### config.mk
export PLATFORM = sky130hd
export DESIGN_NAME = tga_rle_pixel_decoder_unit
export DESIGN_NICKNAME = d
export VERILOG_FILES = /design/src/tgarle_pkg.sv /design/src/tgarle_parser.sv /design/src/tgarle_queue.sv /design/src/tgarle_out.sv /design/src/tga_rle_pixel_decoder_unit.sv
export VERILOG_INCLUDE_DIRS = /design/src /design/src/src
export SDC_FILE = /design/constraint.sdc
export NUM_CORES = 2
export LEC_CHECK = 0
export BUFFER_PORTS_ARGS = -buffer_cell sky130_fd_sc_hd__buf_4
export CAP_MARGIN = 20
export CORE_ASPECT_RATIO = 1.1
export CORE_UTILIZATION = 60
export DETAILED_ROUTE_END_ITERATION = 6
export PLACE_DENSITY_LB_ADDON = 0.05
export SYNTH_ARGS = -nofsm -noshare
export SYNTH_HDL_FRONTEND = slang
export SYNTH_SLANG_ARGS = --single-unit
### constraint.sdc
create_clock -name i_clk -period 12 [get_ports i_clk]
set_input_delay 1.2 -clock i_clk [delete_from_list [all_inputs] [get_ports i_clk]]
set_output_delay 1.2 -clock i_clk [all_outputs]
set_load 0.02 [all_outputs]
### src/tga_rle_pixel_decoder_unit_defines.svh
// Assertion helpers shared by the parser and queue modules.
`ifndef TGA_RLE_PIXEL_DECODER_UNIT_DEFINES_SVH
`define TGA_RLE_PIXEL_DECODER_UNIT_DEFINES_SVH

// Same-cycle implication, disabled while reset is asserted.
`define TGA_ASSERT_NOW(label, clk, rst_n, ante, cons) \
    label: assert property (@(posedge clk) disable iff (!rst_n) (ante) |-> (cons)) \
        else $error("tga decoder assertion failed");

// Next-cycle implication, disabled while reset is asserted.
`define TGA_ASSERT_NEXT(label, clk, rst_n, ante, cons) \
    label: assert property (@(posedge clk) disable iff (!rst_n) (ante) |=> (cons)) \
        else $error("tga decoder assertion failed");

`endif

### src/tgarle_pkg.sv
`default_nettype none

package tgarle_pkg;

    localparam int QUEUE_DEPTH = 4;

    // TGA header byte offsets
    localparam logic [4:0] HDR_ID_LEN    = 5'd0;
    localparam logic [4:0] HDR_MAP_TYPE  = 5'd1;
    localparam logic [4:0] HDR_IMG_TYPE  = 5'd2;
    localparam logic [4:0] HDR_WIDTH_LO  = 5'd12;
    localparam logic [4:0] HDR_WIDTH_HI  = 5'd13;
    localparam logic [4:0] HDR_HEIGHT_LO = 5'd14;
    localparam logic [4:0] HDR_HEIGHT_HI = 5'd15;
    localparam logic [4:0] HDR_DEPTH     = 5'd16;
    localparam logic [4:0] HDR_ATTR      = 5'd17;

    localparam logic [7:0] KIND_RAW  = 8'd2;
    localparam logic [7:0] KIND_RLE  = 8'd10;
    localparam logic [7:0] MAP_NONE  = 8'd0;
    localparam logic [7:0] BPP_24    = 8'd24;
    localparam logic [7:0] BPP_32    = 8'd32;
    localparam logic [7:0] ALPHA_OPAQUE = 8'd255;
    localparam int         ATTR_TOP_BIT = 5;

    localparam logic STATUS_PIXEL    = 1'b0;
    localparam logic STATUS_REJECTED = 1'b1;

    typedef enum logic [2:0] {
        PH_HEADER = 3'd0,
        PH_SKIP   = 3'd1,
        PH_PACKET = 3'd2,
        PH_PIXEL  = 3'd3,
        PH_DONE   = 3'd4
    } t_phase;

    typedef struct packed {
        logic [7:0] in_byte;
        logic       new_file;
    } t_in;

    typedef struct packed {
        logic [7:0]  red;
        logic [7:0]  green;
        logic [7:0]  blue;
        logic [7:0]  alpha;
        logic [7:0]  repeat_count;
        logic        last_pixel;
        logic        status;
        logic        top_origin;
        logic [15:0] image_width;
        logic [15:0] image_height;
    } t_out;

    typedef struct packed {
        logic full;
        logic not_empty;
    } t_q_status;

endpackage

`default_nettype wire

### src/tgarle_parser.sv
`default_nettype none

`include "tga_rle_pixel_decoder_unit_defines.svh"

module tgarle_parser
    import tgarle_pkg::*;
(
    input  wire logic i_clk,
    input  wire logic i_rst_n,
    input  wire logic i_accept,
    input  wire t_in  i_data,
    output logic      o_push,
    output t_out      o_res
);

    t_phase      r_phase,     n_phase;
    logic [4:0]  r_hidx,      n_hidx;
    logic [7:0]  r_id_left,   n_id_left;
    logic [7:0]  r_kind,      n_kind;
    logic [7:0]  r_map,       n_map;
    logic [7:0]  r_bpp,       n_bpp;
    logic [7:0]  r_attr,      n_attr;
    logic [15:0] r_width,     n_width;
    logic [15:0] r_height,    n_height;
    logic [31:0] r_pix_left,  n_pix_left;
    logic [7:0]  r_pkt_left,  n_pkt_left;
    logic        r_pkt_rep,   n_pkt_rep;
    logic [1:0]  r_bidx,      n_bidx;
    logic [23:0] r_bytes,     n_bytes;

    logic [7:0]  byte_in;
    logic [7:0]  cnt;
    logic        last_byte;
    logic        last;

    assign byte_in = i_data.in_byte;

    always_ff @(posedge i_clk) begin
        if (!i_rst_n) begin
            r_phase    <= PH_HEADER;
            r_hidx     <= '0;
            r_id_left  <= '0;
            r_kind     <= '0;
            r_map      <= '0;
            r_bpp      <= '0;
            r_attr     <= '0;
            r_width    <= '0;
            r_height   <= '0;
            r_pix_left <= '0;
            r_pkt_left <= '0;
            r_pkt_rep  <= 1'b0;
            r_bidx     <= '0;
            r_bytes    <= '0;
        end else if (i_accept) begin
            r_phase    <= n_phase;
            r_hidx     <= n_hidx;
            r_id_left  <= n_id_left;
            r_kind     <= n_kind;
            r_map      <= n_map;
            r_bpp      <= n_bpp;
            r_attr     <= n_attr;
            r_width    <= n_width;
            r_height   <= n_height;
            r_pix_left <= n_pix_left;
            r_pkt_left <= n_pkt_left;
            r_pkt_rep  <= n_pkt_rep;
            r_bidx     <= n_bidx;
            r_bytes    <= n_bytes;
        end
    end

    // State is worked through in order: restart, then the phase handler.
    always_comb begin
        n_phase    = r_phase;
        n_hidx     = r_hidx;
        n_id_left  = r_id_left;
        n_kind     = r_kind;
        n_map      = r_map;
        n_bpp      = r_bpp;
        n_attr     = r_attr;
        n_width    = r_width;
        n_height   = r_height;
        n_pix_left = r_pix_left;
        n_pkt_left = r_pkt_left;
        n_pkt_rep  = r_pkt_rep;
        n_bidx     = r_bidx;
        n_bytes    = r_bytes;
        o_push     = 1'b0;
        cnt        = 8'd1;
        last       = 1'b0;
        last_byte  = 1'b0;
        o_res      = '0;

        if (i_data.new_file) begin
            n_phase    = PH_HEADER;
            n_hidx     = '0;
            n_id_left  = '0;
            n_kind     = '0;
            n_map      = '0;
            n_bpp      = '0;
            n_attr     = '0;
            n_width    = '0;
            n_height   = '0;
            n_pix_left = '0;
            n_pkt_left = '0;
            n_pkt_rep  = 1'b0;
            n_bidx     = '0;
            n_bytes    = '0;
        end

        unique case (n_phase)
            PH_HEADER: begin
                unique case (n_hidx)
                    HDR_ID_LEN:    n_id_left = byte_in;
                    HDR_MAP_TYPE:  n_map     = byte_in;
                    HDR_IMG_TYPE:  n_kind    = byte_in;
                    HDR_WIDTH_LO:  n_width   = {n_width[15:8], byte_in};
                    HDR_WIDTH_HI:  n_width   = {byte_in, n_width[7:0]};
                    HDR_HEIGHT_LO: n_height  = {n_height[15:8], byte_in};
                    HDR_HEIGHT_HI: n_height  = {byte_in, n_height[7:0]};
                    HDR_DEPTH:     n_bpp     = byte_in;
                    HDR_ATTR:      n_attr    = byte_in;
                    default: ;
                endcase
                if (n_hidx != HDR_ATTR) begin
                    n_hidx = n_hidx + 5'd1;
                end else begin
                    n_hidx = '0;
                    if ((n_kind != KIND_RAW && n_kind != KIND_RLE) ||
                        (n_bpp != BPP_24 && n_bpp != BPP_32) || n_map != MAP_NONE) begin
                        n_phase      = PH_DONE;
                        o_push       = 1'b1;
                        o_res.status = STATUS_REJECTED;
                    end else begin
                        n_pix_left = {16'd0, n_width} * {16'd0, n_height};
                        if (n_width == '0 || n_height == '0) begin
                            n_phase = PH_DONE;
                        end else if (n_id_left != '0) begin
                            n_phase = PH_SKIP;
                        end else begin
                            n_bidx  = '0;
                            n_bytes = '0;
                            if (n_kind == KIND_RLE) begin
                                n_phase = PH_PACKET;
                            end else begin
                                n_pkt_rep  = 1'b0;
                                n_pkt_left = '0;
                                n_phase    = PH_PIXEL;
                            end
                        end
                    end
                end
            end
            PH_SKIP: begin
                n_id_left = n_id_left - 8'd1;
                if (n_id_left == '0) begin
                    n_bidx  = '0;
                    n_bytes = '0;
                    if (n_kind == KIND_RLE) begin
                        n_phase = PH_PACKET;
                    end else begin
                        n_pkt_rep  = 1'b0;
                        n_pkt_left = '0;
                        n_phase    = PH_PIXEL;
                    end
                end
            end
            PH_PACKET: begin
                // raw: low bits + 1; repeat: byte - 127, the same value
                n_pkt_rep  = byte_in[7];
                n_pkt_left = {1'b0, byte_in[6:0]} + 8'd1;
                n_bidx     = '0;
                n_bytes    = '0;
                n_phase    = PH_PIXEL;
            end
            PH_PIXEL: begin
                unique case (n_bidx)
                    2'd0: n_bytes[7:0]   = byte_in;
                    2'd1: n_bytes[15:8]  = byte_in;
                    2'd2: n_bytes[23:16] = byte_in;
                    2'd3: ;
                endcase
                last_byte = (n_bpp == BPP_32) ? (n_bidx == 2'd3) : (n_bidx == 2'd2);
                if (!last_byte) begin
                    n_bidx = n_bidx + 2'd1;
                end else begin
                    o_res.blue  = n_bytes[7:0];
                    o_res.green = n_bytes[15:8];
                    o_res.red   = n_bytes[23:16];
                    o_res.alpha = (n_bpp == BPP_32) ? byte_in : ALPHA_OPAQUE;
                    n_bidx  = '0;
                    n_bytes = '0;
                    if (n_kind == KIND_RLE && n_pkt_rep) begin
                        // clamp the run to what the image still needs
                        cnt = (n_pix_left < {24'd0, n_pkt_left}) ? n_pix_left[7:0]
                                                                  : n_pkt_left;
                        n_pkt_left = '0;
                    end else begin
                        cnt = 8'd1;
                        if (n_pkt_left != '0) begin
                            n_pkt_left = n_pkt_left - 8'd1;
                        end
                    end
                    n_pix_left = n_pix_left - {24'd0, cnt};
                    last       = (n_pix_left == '0);
                    if (last) begin
                        n_phase = PH_DONE;
                    end else if (n_kind == KIND_RLE && n_pkt_left == '0) begin
                        n_phase = PH_PACKET;
                    end
                    o_push             = 1'b1;
                    o_res.repeat_count = cnt;
                    o_res.last_pixel   = last;
                    o_res.status       = STATUS_PIXEL;
                end
            end
            PH_DONE: ;
            default: n_phase = PH_DONE;
        endcase

        o_res.top_origin   = n_attr[ATTR_TOP_BIT];
        o_res.image_width  = n_width;
        o_res.image_height = n_height;
        o_push             = o_push & i_accept;
    end

    `TGA_ASSERT_NEXT(a_reject_ends, i_clk, i_rst_n, o_push && o_res.status, r_phase == PH_DONE)
    `TGA_ASSERT_NEXT(a_last_ends, i_clk, i_rst_n, o_push && o_res.last_pixel, r_phase == PH_DONE)
    `TGA_ASSERT_NOW(a_rep_nonzero, i_clk, i_rst_n, o_push && !o_res.status, o_res.repeat_count != 8'd0)

endmodule

`default_nettype wire

### src/tgarle_queue.sv
`default_nettype none

`include "tga_rle_pixel_decoder_unit_defines.svh"

module tgarle_queue
    import tgarle_pkg::*;
#(
    parameter int DEPTH = QUEUE_DEPTH
) (
    input  wire logic i_clk,
    input  wire logic i_rst_n,
    input  wire logic i_push,
    input  wire t_out i_push_data,
    input  wire logic i_pop,
    output t_out      o_pop_data,
    output t_q_status o_status
);

    localparam int PTR_W = (DEPTH > 1) ? $clog2(DEPTH) : 1;
    localparam int CNT_W = $clog2(DEPTH + 1);

    t_out             r_mem [DEPTH];
    logic [PTR_W-1:0] r_wr_ptr, n_wr_ptr;
    logic [PTR_W-1:0] r_rd_ptr, n_rd_ptr;
    logic [CNT_W-1:0] r_count,  n_count;
    logic             do_push, do_pop;

    assign o_status.full      = (r_count == CNT_W'(DEPTH));
    assign o_status.not_empty = (r_count != '0);
    assign do_push            = i_push && !o_status.full;
    assign do_pop             = i_pop && o_status.not_empty;
    assign o_pop_data         = r_mem[r_rd_ptr];

    always_comb begin
        n_wr_ptr = r_wr_ptr;
        n_rd_ptr = r_rd_ptr;
        if (do_push) begin
            n_wr_ptr = (r_wr_ptr == PTR_W'(DEPTH - 1)) ? '0 : r_wr_ptr + PTR_W'(1);
        end
        if (do_pop) begin
            n_rd_ptr = (r_rd_ptr == PTR_W'(DEPTH - 1)) ? '0 : r_rd_ptr + PTR_W'(1);
        end
        n_count = r_count + CNT_W'(do_push) - CNT_W'(do_pop);
    end

    always_ff @(posedge i_clk) begin
        if (!i_rst_n) begin
            r_wr_ptr <= '0;
            r_rd_ptr <= '0;
            r_count  <= '0;
        end else begin
            r_wr_ptr <= n_wr_ptr;
            r_rd_ptr <= n_rd_ptr;
            r_count  <= n_count;
        end
    end

    always_ff @(posedge i_clk) begin
        if (do_push) begin
            r_mem[r_wr_ptr] <= i_push_data;
        end
    end

    `TGA_ASSERT_NOW(a_no_overflow, i_clk, i_rst_n, i_push, !o_status.full)
    `TGA_ASSERT_NEXT(a_count_track, i_clk, i_rst_n, do_push && !do_pop, r_count == $past(r_count) + CNT_W'(1))

endmodule

`default_nettype wire

### src/tgarle_out.sv
`default_nettype none

module tgarle_out
    import tgarle_pkg::*;
(
    input  wire logic      i_clk,
    input  wire logic      i_rst_n,
    input  wire t_q_status i_q_status,
    input  wire t_out      i_q_data,
    output logic           o_pop,
    output logic           o_valid,
    input  wire logic      i_ready,
    output t_out           o_data
);

    logic r_valid, n_valid;
    t_out r_data;

    assign o_pop   = i_q_status.not_empty && (!r_valid || i_ready);
    assign o_valid = r_valid;
    assign o_data  = r_data;

    always_comb begin
        if (o_pop) begin
            n_valid = 1'b1;
        end else if (i_ready) begin
            n_valid = 1'b0;
        end else begin
            n_valid = r_valid;
        end
    end

    always_ff @(posedge i_clk) begin
        if (!i_rst_n) begin
            r_valid <= 1'b0;
        end else begin
            r_valid <= n_valid;
        end
    end

    always_ff @(posedge i_clk) begin
        if (o_pop) begin
            r_data <= i_q_data;
        end
    end

endmodule

`default_nettype wire

### src/tga_rle_pixel_decoder_unit.sv
// TGA true-colour decoder: one file byte in per transaction, RGBA pixel results out.
// Input channel: i_in_data carries in_byte and new_file; new_file restarts the
// header parser on that byte. Output channel: o_out_data carries one pixel
// (with its repeat count, last_pixel and header sizes) or a rejected-header
// result with status set.
// Throughput: one byte per cycle while o_in_ready is high; a pixel result
// appears every 3 or 4 bytes (24 or 32 bpp).
// A result is written into the result queue when its final byte is accepted,
// then moves into the output register that drives o_out_valid once that
// register is free.
// ID and packet bytes give no result; a header gives one only if rejected.
// A stalled receiver fills the QDEPTH-entry queue behind the output
// register; o_in_ready then drops until an entry frees up.
// Reset (synchronous, active low) empties the queue and output register and
// returns the parser to header byte zero.
`default_nettype none

module tga_rle_pixel_decoder_unit
    import tgarle_pkg::*;
#(
    parameter int QDEPTH = QUEUE_DEPTH
) (
    input  wire logic i_clk,
    input  wire logic i_rst_n,
    input  wire logic i_in_valid,
    output logic      o_in_ready,
    input  wire t_in  i_in_data,
    output logic      o_out_valid,
    input  wire logic i_out_ready,
    output t_out      o_out_data
);

    logic      accept;
    logic      push;
    t_out      push_data;
    logic      pop;
    t_out      q_data;
    t_q_status q_status;

    assign o_in_ready = !q_status.full;
    assign accept     = i_in_valid && o_in_ready;

    tgarle_parser u_parser (
        .i_clk    (i_clk),
        .i_rst_n  (i_rst_n),
        .i_accept (accept),
        .i_data   (i_in_data),
        .o_push   (push),
        .o_res    (push_data)
    );

    tgarle_queue #(
        .DEPTH (QDEPTH)
    ) u_queue (
        .i_clk       (i_clk),
        .i_rst_n     (i_rst_n),
        .i_push      (push),
        .i_push_data (push_data),
        .i_pop       (pop),
        .o_pop_data  (q_data),
        .o_status    (q_status)
    );

    tgarle_out u_out (
        .i_clk      (i_clk),
        .i_rst_n    (i_rst_n),
        .i_q_status (q_status),
        .i_q_data   (q_data),
        .o_pop      (pop),
        .o_valid    (o_out_valid),
        .i_ready    (i_out_ready),
        .o_data     (o_out_data)
    );

endmodule

`default_nettype wire

=== Word level (Yosys, flattened, before mapping) ===
Memories as Yosys holds them, arrays and structs flattened. A register that Yosys moved wholly into a read port is not among the register bits.
Index checks and enable logic that the tools add are counted.

* Add/subtract/negate cells: 10
* $mul: 1
* Magnitude comparators: 1
* Equality and inequality tests: 26
* Multiplexer cells: 108
* Bitwise logic cells: 1
* Reduce and logical (&&, ||, !) cells: 27

{| class="wikitable"
|+ Operators with widths
! operator !! count
|-
| $mux W8 || 39
|-
| $mux W24 || 7
|-
| $mux W32 || 4
|-
| $mux W16 || 6
|-
| $pmux W24 S4 || 1
|-
| $pmux W16 S2 || 2
|-
| $pmux W32 S2 || 1
|-
| $mux W42 || 1
|-
| $mux W41 || 1
|-
| $logic_not A16 Y1 || 2
|-
| $logic_not A32 Y1 || 1
|-
| $lt A32 B8 Y1 || 1
|-
| $mul A16 B16 Y32 || 1
|-
| $pmux W8 S4 || 1
|-
| $sub A32 B8 Y32 || 1
|-
| $mux W3 || 8
|-
| $reduce_bool A8 Y1 || 3
|-
| $eq A5 B4 Y1 const B || 4
|-
| $mux W2 || 10
|-
| $mux W1 || 18
|-
| $eq A8 B4 Y1 const B || 2
|-
| $logic_not A8 Y1 || 2
|-
| $pmux W8 S2 || 1
|-
| $sub A8 B1 Y8 const B || 2
|-
| 33 further kinds || 55
|}

* Register bits: 155
* Memory bits (writable): 300
* Input port bits: 13
* Word-level logic and storage cells: 193
* Memories kept: 1

{| class="wikitable"
|+ Memories
! memory !! depth !! width !! rd ports !! clocked after Yosys merged registers in !! wr ports !! line !! source
|-
| u_queue.r_mem || 4 || 75 || 1 || 1 || 1 || tgarle_queue.sv:22 || <nowiki>t_out r_mem [DEPTH];</nowiki>
|}

=== Longest topological paths before layout ===
* Word-level depth: 15
* Gate-level depth with buffers: 37
* Mapped depth without buffers: 30

=== Hierarchy ===
A second synthesis with hierarchy kept.

* Cells, all modules: 2952
* Area, all modules: 32316.0 um2

{| class="wikitable"
|+ Modules (own cells, without submodules)
! module !! times used !! cells each !! area each (um2) !! sequential area each (um2)
|-
| tgarle_parser || 1 || 2427 || 18707.9 || 2802.7
|-
| tgarle_queue || 1 || 444 || 11298.3 || 9188.8
|-
| tgarle_out || 1 || 79 || 2299.7 || 2272.2
|-
| tga_rle_pixel_decoder_unit || 1 || 2 || 10.0 || 0.0
|}

=== Worst setup path after synthesis ===
Ideal clock, no wire load.

* Path kind: input -> register
* Start: input port i_in_data[0] (netlist bit)
* End: register u_parser.r_pix_left[26]
* Library setup time: 0.079 ns
* Arrival time: 9.307 ns
* Required time: 11.921 ns
* Slack: 2.614 ns
* Stages: 37
* Cell sequence: clkbuf_1 -> inv_1 -> clkbuf_1 -> buf_2 -> clkbuf_1 -> buf_1 -> nand2_1 -> ha_1 -> inv_1 -> a21oi_1 -> nor2_1 -> clkbuf_1 -> a22o_1 -> clkbuf_1 -> nand2_1 -> fa_1 -> inv_1 -> fa_1 -> inv_1 -> fa_1 -> inv_1 -> fa_1 -> fa_1 -> inv_1 -> fa_1 -> inv_1 -> ha_1 -> clkbuf_1 -> o21a_1 -> o21a_1 -> o21ai_0 -> a21oi_1 -> a31oi_1 -> nand2_1 -> o21a_1 -> or4_1 -> o211ai_1

* Longest elaborated chain between the ends: 11

{| class="wikitable"
|+ RTL lines
! element !! line !! source
|-
| start, declared || tga_rle_pixel_decoder_unit.sv:27 || <nowiki>input wire t_in i_in_data,</nowiki>
|-
| parallel branches: the longest is 10 deep, another holds $mul A16 B16 Y32 || - ||
|-
| $pmux W32 S2 * || tgarle_parser.sv:111 || <nowiki>unique case (n_phase)</nowiki>
|-
| end signal, assigned || tgarle_parser.sv:64 || <nowiki>r_pix_left <= n_pix_left;</nowiki>
|-
| end, declared || tgarle_parser.sv:25 || <nowiki>logic [31:0] r_pix_left, n_pix_left;</nowiki>
|}

Mark *: on every way between the ends. The select of a mux whose other input is x is not followed.
A chain may end at the register's enable or synchronous reset.

=== Worst setup path after layout ===
* Start: input port i_in_data[0] (netlist bit)
* End: register u_parser.r_pix_left[28]

Same word-level chain as after synthesis.

==> results.ini <==
[status]
run_status=finished clean

[global_route]
gr-total-overflow=0
grt_pass1_vias=23921
grt_pass1_wl_microns=142000
antenna_found_initial=0
grt.total_usage=0.344
grt_max_degree=78

[floorplan]
dieArea_sq_um=54700
dieHeight_microns=245
core_area_sq_um=52900
die_w_microns=223
io-pin-count=90
rows=88
initial_core_util=0.611

[timing]
post-route-min-period_ps=9550
hold_viol=0
maxSlewViolCount=0
clock_skew_ps=53.7
grt_setup_unrepaired=no
worst_pin_slew_ps=1470
holdWs_ps=459
finalSetupViolCount=0
timing.final.crit_share=0.796
max-slew-margin-rel=0.0203
max_clock_freq_ghz=0.105
tns_ps=0

[worst_hold_path]
hold_class=reg2reg

[place]
gp_congestion=0.993
port_buffers=89
dp_hpwl_microns=63400

[logic_synthesis]
synth.distinct_cells=88
ys_seq_area_frac=0.441
asyncSetResetFlopFracSynth=0
synth-main-ff-cell=edfxtp_1
yosysWarnings=0
synthCells=3011
syn_nets=3356
ys_ff_latch=523
avgSynthCellArea_sq_um=10.7
synth_edf_count=375
netlist_area_sq_um=32300

[clock_tree]
ctsHoldBuffers=0
clk_pin_slew_ps=60
cts.path.max_buffers=3
h-tree-depth=2
clock_latency_ps=630
cts_inserted_buffers=51
root_buffer=clkbuf_16
cts_tree=built
ctsResizeCount=0
postCtsSetupBuffers=0
numClockSinks=523

[power_and_ir_drop]
power.leakage_uw=0.0139
power_density_nw_per_um2=108
ir_drop_mv=0.101

[route]
drt-total-wl_microns=92500
wl_per_cell_microns=24.7
drtAntennaViolNets=0
routed_via_density=6.44
dr_total_vias=24115
drc_errors=0
drt_iter0_markers=2318
drtPass1Iterations=6

[worst_setup_path]
required_ps=12470
crit_type=in2reg
critPathMaxFanout=33
start_kind=input port
crit_arrival_ps=10010
worst_setup_path_end_kind=flop

[cells_and_area]
layout_commonest_cell=edfxtp_1
drive_gt1_frac=0.114
layout.cells.most_common_list=edfxtp_1 (375), nand2_1 (352), nor2_1 (300)
final_nets=3370
areaGrowthSynthToFinish_pct=9.36

[flow_run]
cap_violations=0

report_power, final:
part / switching [uW] / internal [uW] / total, uW
clock network: 704 / 938 / 1640
registers: 14.3 / 1920 / 1930
logic: 164 / 70.9 / 235
total: 883 / 2930 / 3810
area by class of cell:
class,count,area [sq um]
tap,675,845
clock buffer,67,1360
fill,4069,17500
clock inverter,29,368
multi-input combinational,2043,16500
antenna,1,2.50
timing repair buffer,136,1030
inverter,270,1010
sequential,523,14200
worst paths after layout:
kind / startpoint / endpoint / slack [ps] / cells after the start
hold reg to reg: u_parser.r_width[2] / u_parser.r_width[2] / 460 / 2
hold / removal: u_parser.r_width[2] / u_parser.r_width[2] / 460 / 2
setup reg to reg: u_parser.r_hidx[0] / u_parser.r_pix_left[28] / 2880 / 27
setup / recovery: i_in_data[0] / u_parser.r_pix_left[28] / 2450 / 28
metrics by stage:
step	cells	utilization	setup WS (ps)	total power, uW	cell area [sq um]
final	3744	0.668	2450	3810	35300
after global routing	3743	0.668	2110	3920	35300
after CTS	3742	0.668	2660	3820	35300
after detailed placement	3646	0.635	2050	2200	33600
after global placement	3643	0.635	2140	2200	33500
after floorplan	3011	-	2610	2130	32300
worst max-delay path: stages:
cell	delay [ps]
buf_4	220
nor2b_1	250
nand2_1	120
nor2_1	150
ha_1	510
inv_1	120
a21oi_1	390
nor2_1	300
a22oi_1	1150
nor2_1	150
fa_1	640
fa_1	450
fa_1	530
fa_1	430
fa_1	540
inv_1	60
fa_1	480
inv_1	40
ha_1	350
a21o_1	210
a21o_1	180
a21oi_1	320
nor3_1	90
a31oi_1	150
nand2_1	120
o41ai_1	460
mux2i_1	260
a221oi_1	90
kinds of logic (layout without fill, tap and decap cells):
group / Yosys count / after routing / share of synthesized area
mux: 132 / 132 / 0.0707
other cells: 0 / 1 / 0
buf+inv: 445 / 502 / 0.0521
xor+xnor: 38 / 38 / 0.0103
simple gates: 957 / 957 / 0.135
compound gates: 584 / 584 / 0.118
fa+ha+maj: 332 / 332 / 0.174
flops: 523 / 523 / 0.441
layer usage:
layer / track usage / vias up / share of wire / wire (microns)
met2: 0.568 / 1158 / 0.48 / 44600
li1: - / 10715 / - / -
met4: 0.163 / 0 / 0.050 / 4580
met3: 0.0462 / 237 / 0.072 / 6640
met1: 0.452 / 12005 / 0.40 / 36600
met5: 0 / - / 0 / 0
synthesized netlist by cell type (28+ instances only):
cell      count  area [sq um]
a21oi_1     166           831
a22o_1       41           359
a22oi_1      45           338
buf_1        29           109
clkbuf_1    142           533
dfxtp_1     148          2960
edfxtp_1    375         11300
fa_1        196          3920
ha_1        136          1700
inv_1       269          1010
mux2i_1      38           380
mux4_2       75          1690
nand2_1     353          1330
nand3_1      50           250
nor2_1      301          1130
nor2b_1      34           213
nor3_1       55           275
nor3b_1      28           210
o21ai_0     131           656
sequential cells by signal, summed over array words and instances, names as in the netlist:
register	count
u_queue.r_mem	300
u_out.o_data	75
u_parser.r_pix_left	32
u_parser.r_bytes	24
u_parser.r_height	16
u_parser.r_width	16
u_parser.r_bpp	8
u_parser.r_id_left	8
u_parser.r_kind	8
u_parser.r_map	8
u_parser.r_pkt_left	8
u_parser.r_hidx	5
u_parser.r_phase	3
u_queue.r_count	3
u_parser.r_bidx	2
u_queue.r_rd_ptr	2
u_queue.r_wr_ptr	2
u_out.o_valid	1
u_parser.r_attr	1
u_parser.r_pkt_rep	1
Note: power is estimated with default switching activity, not from simulation.
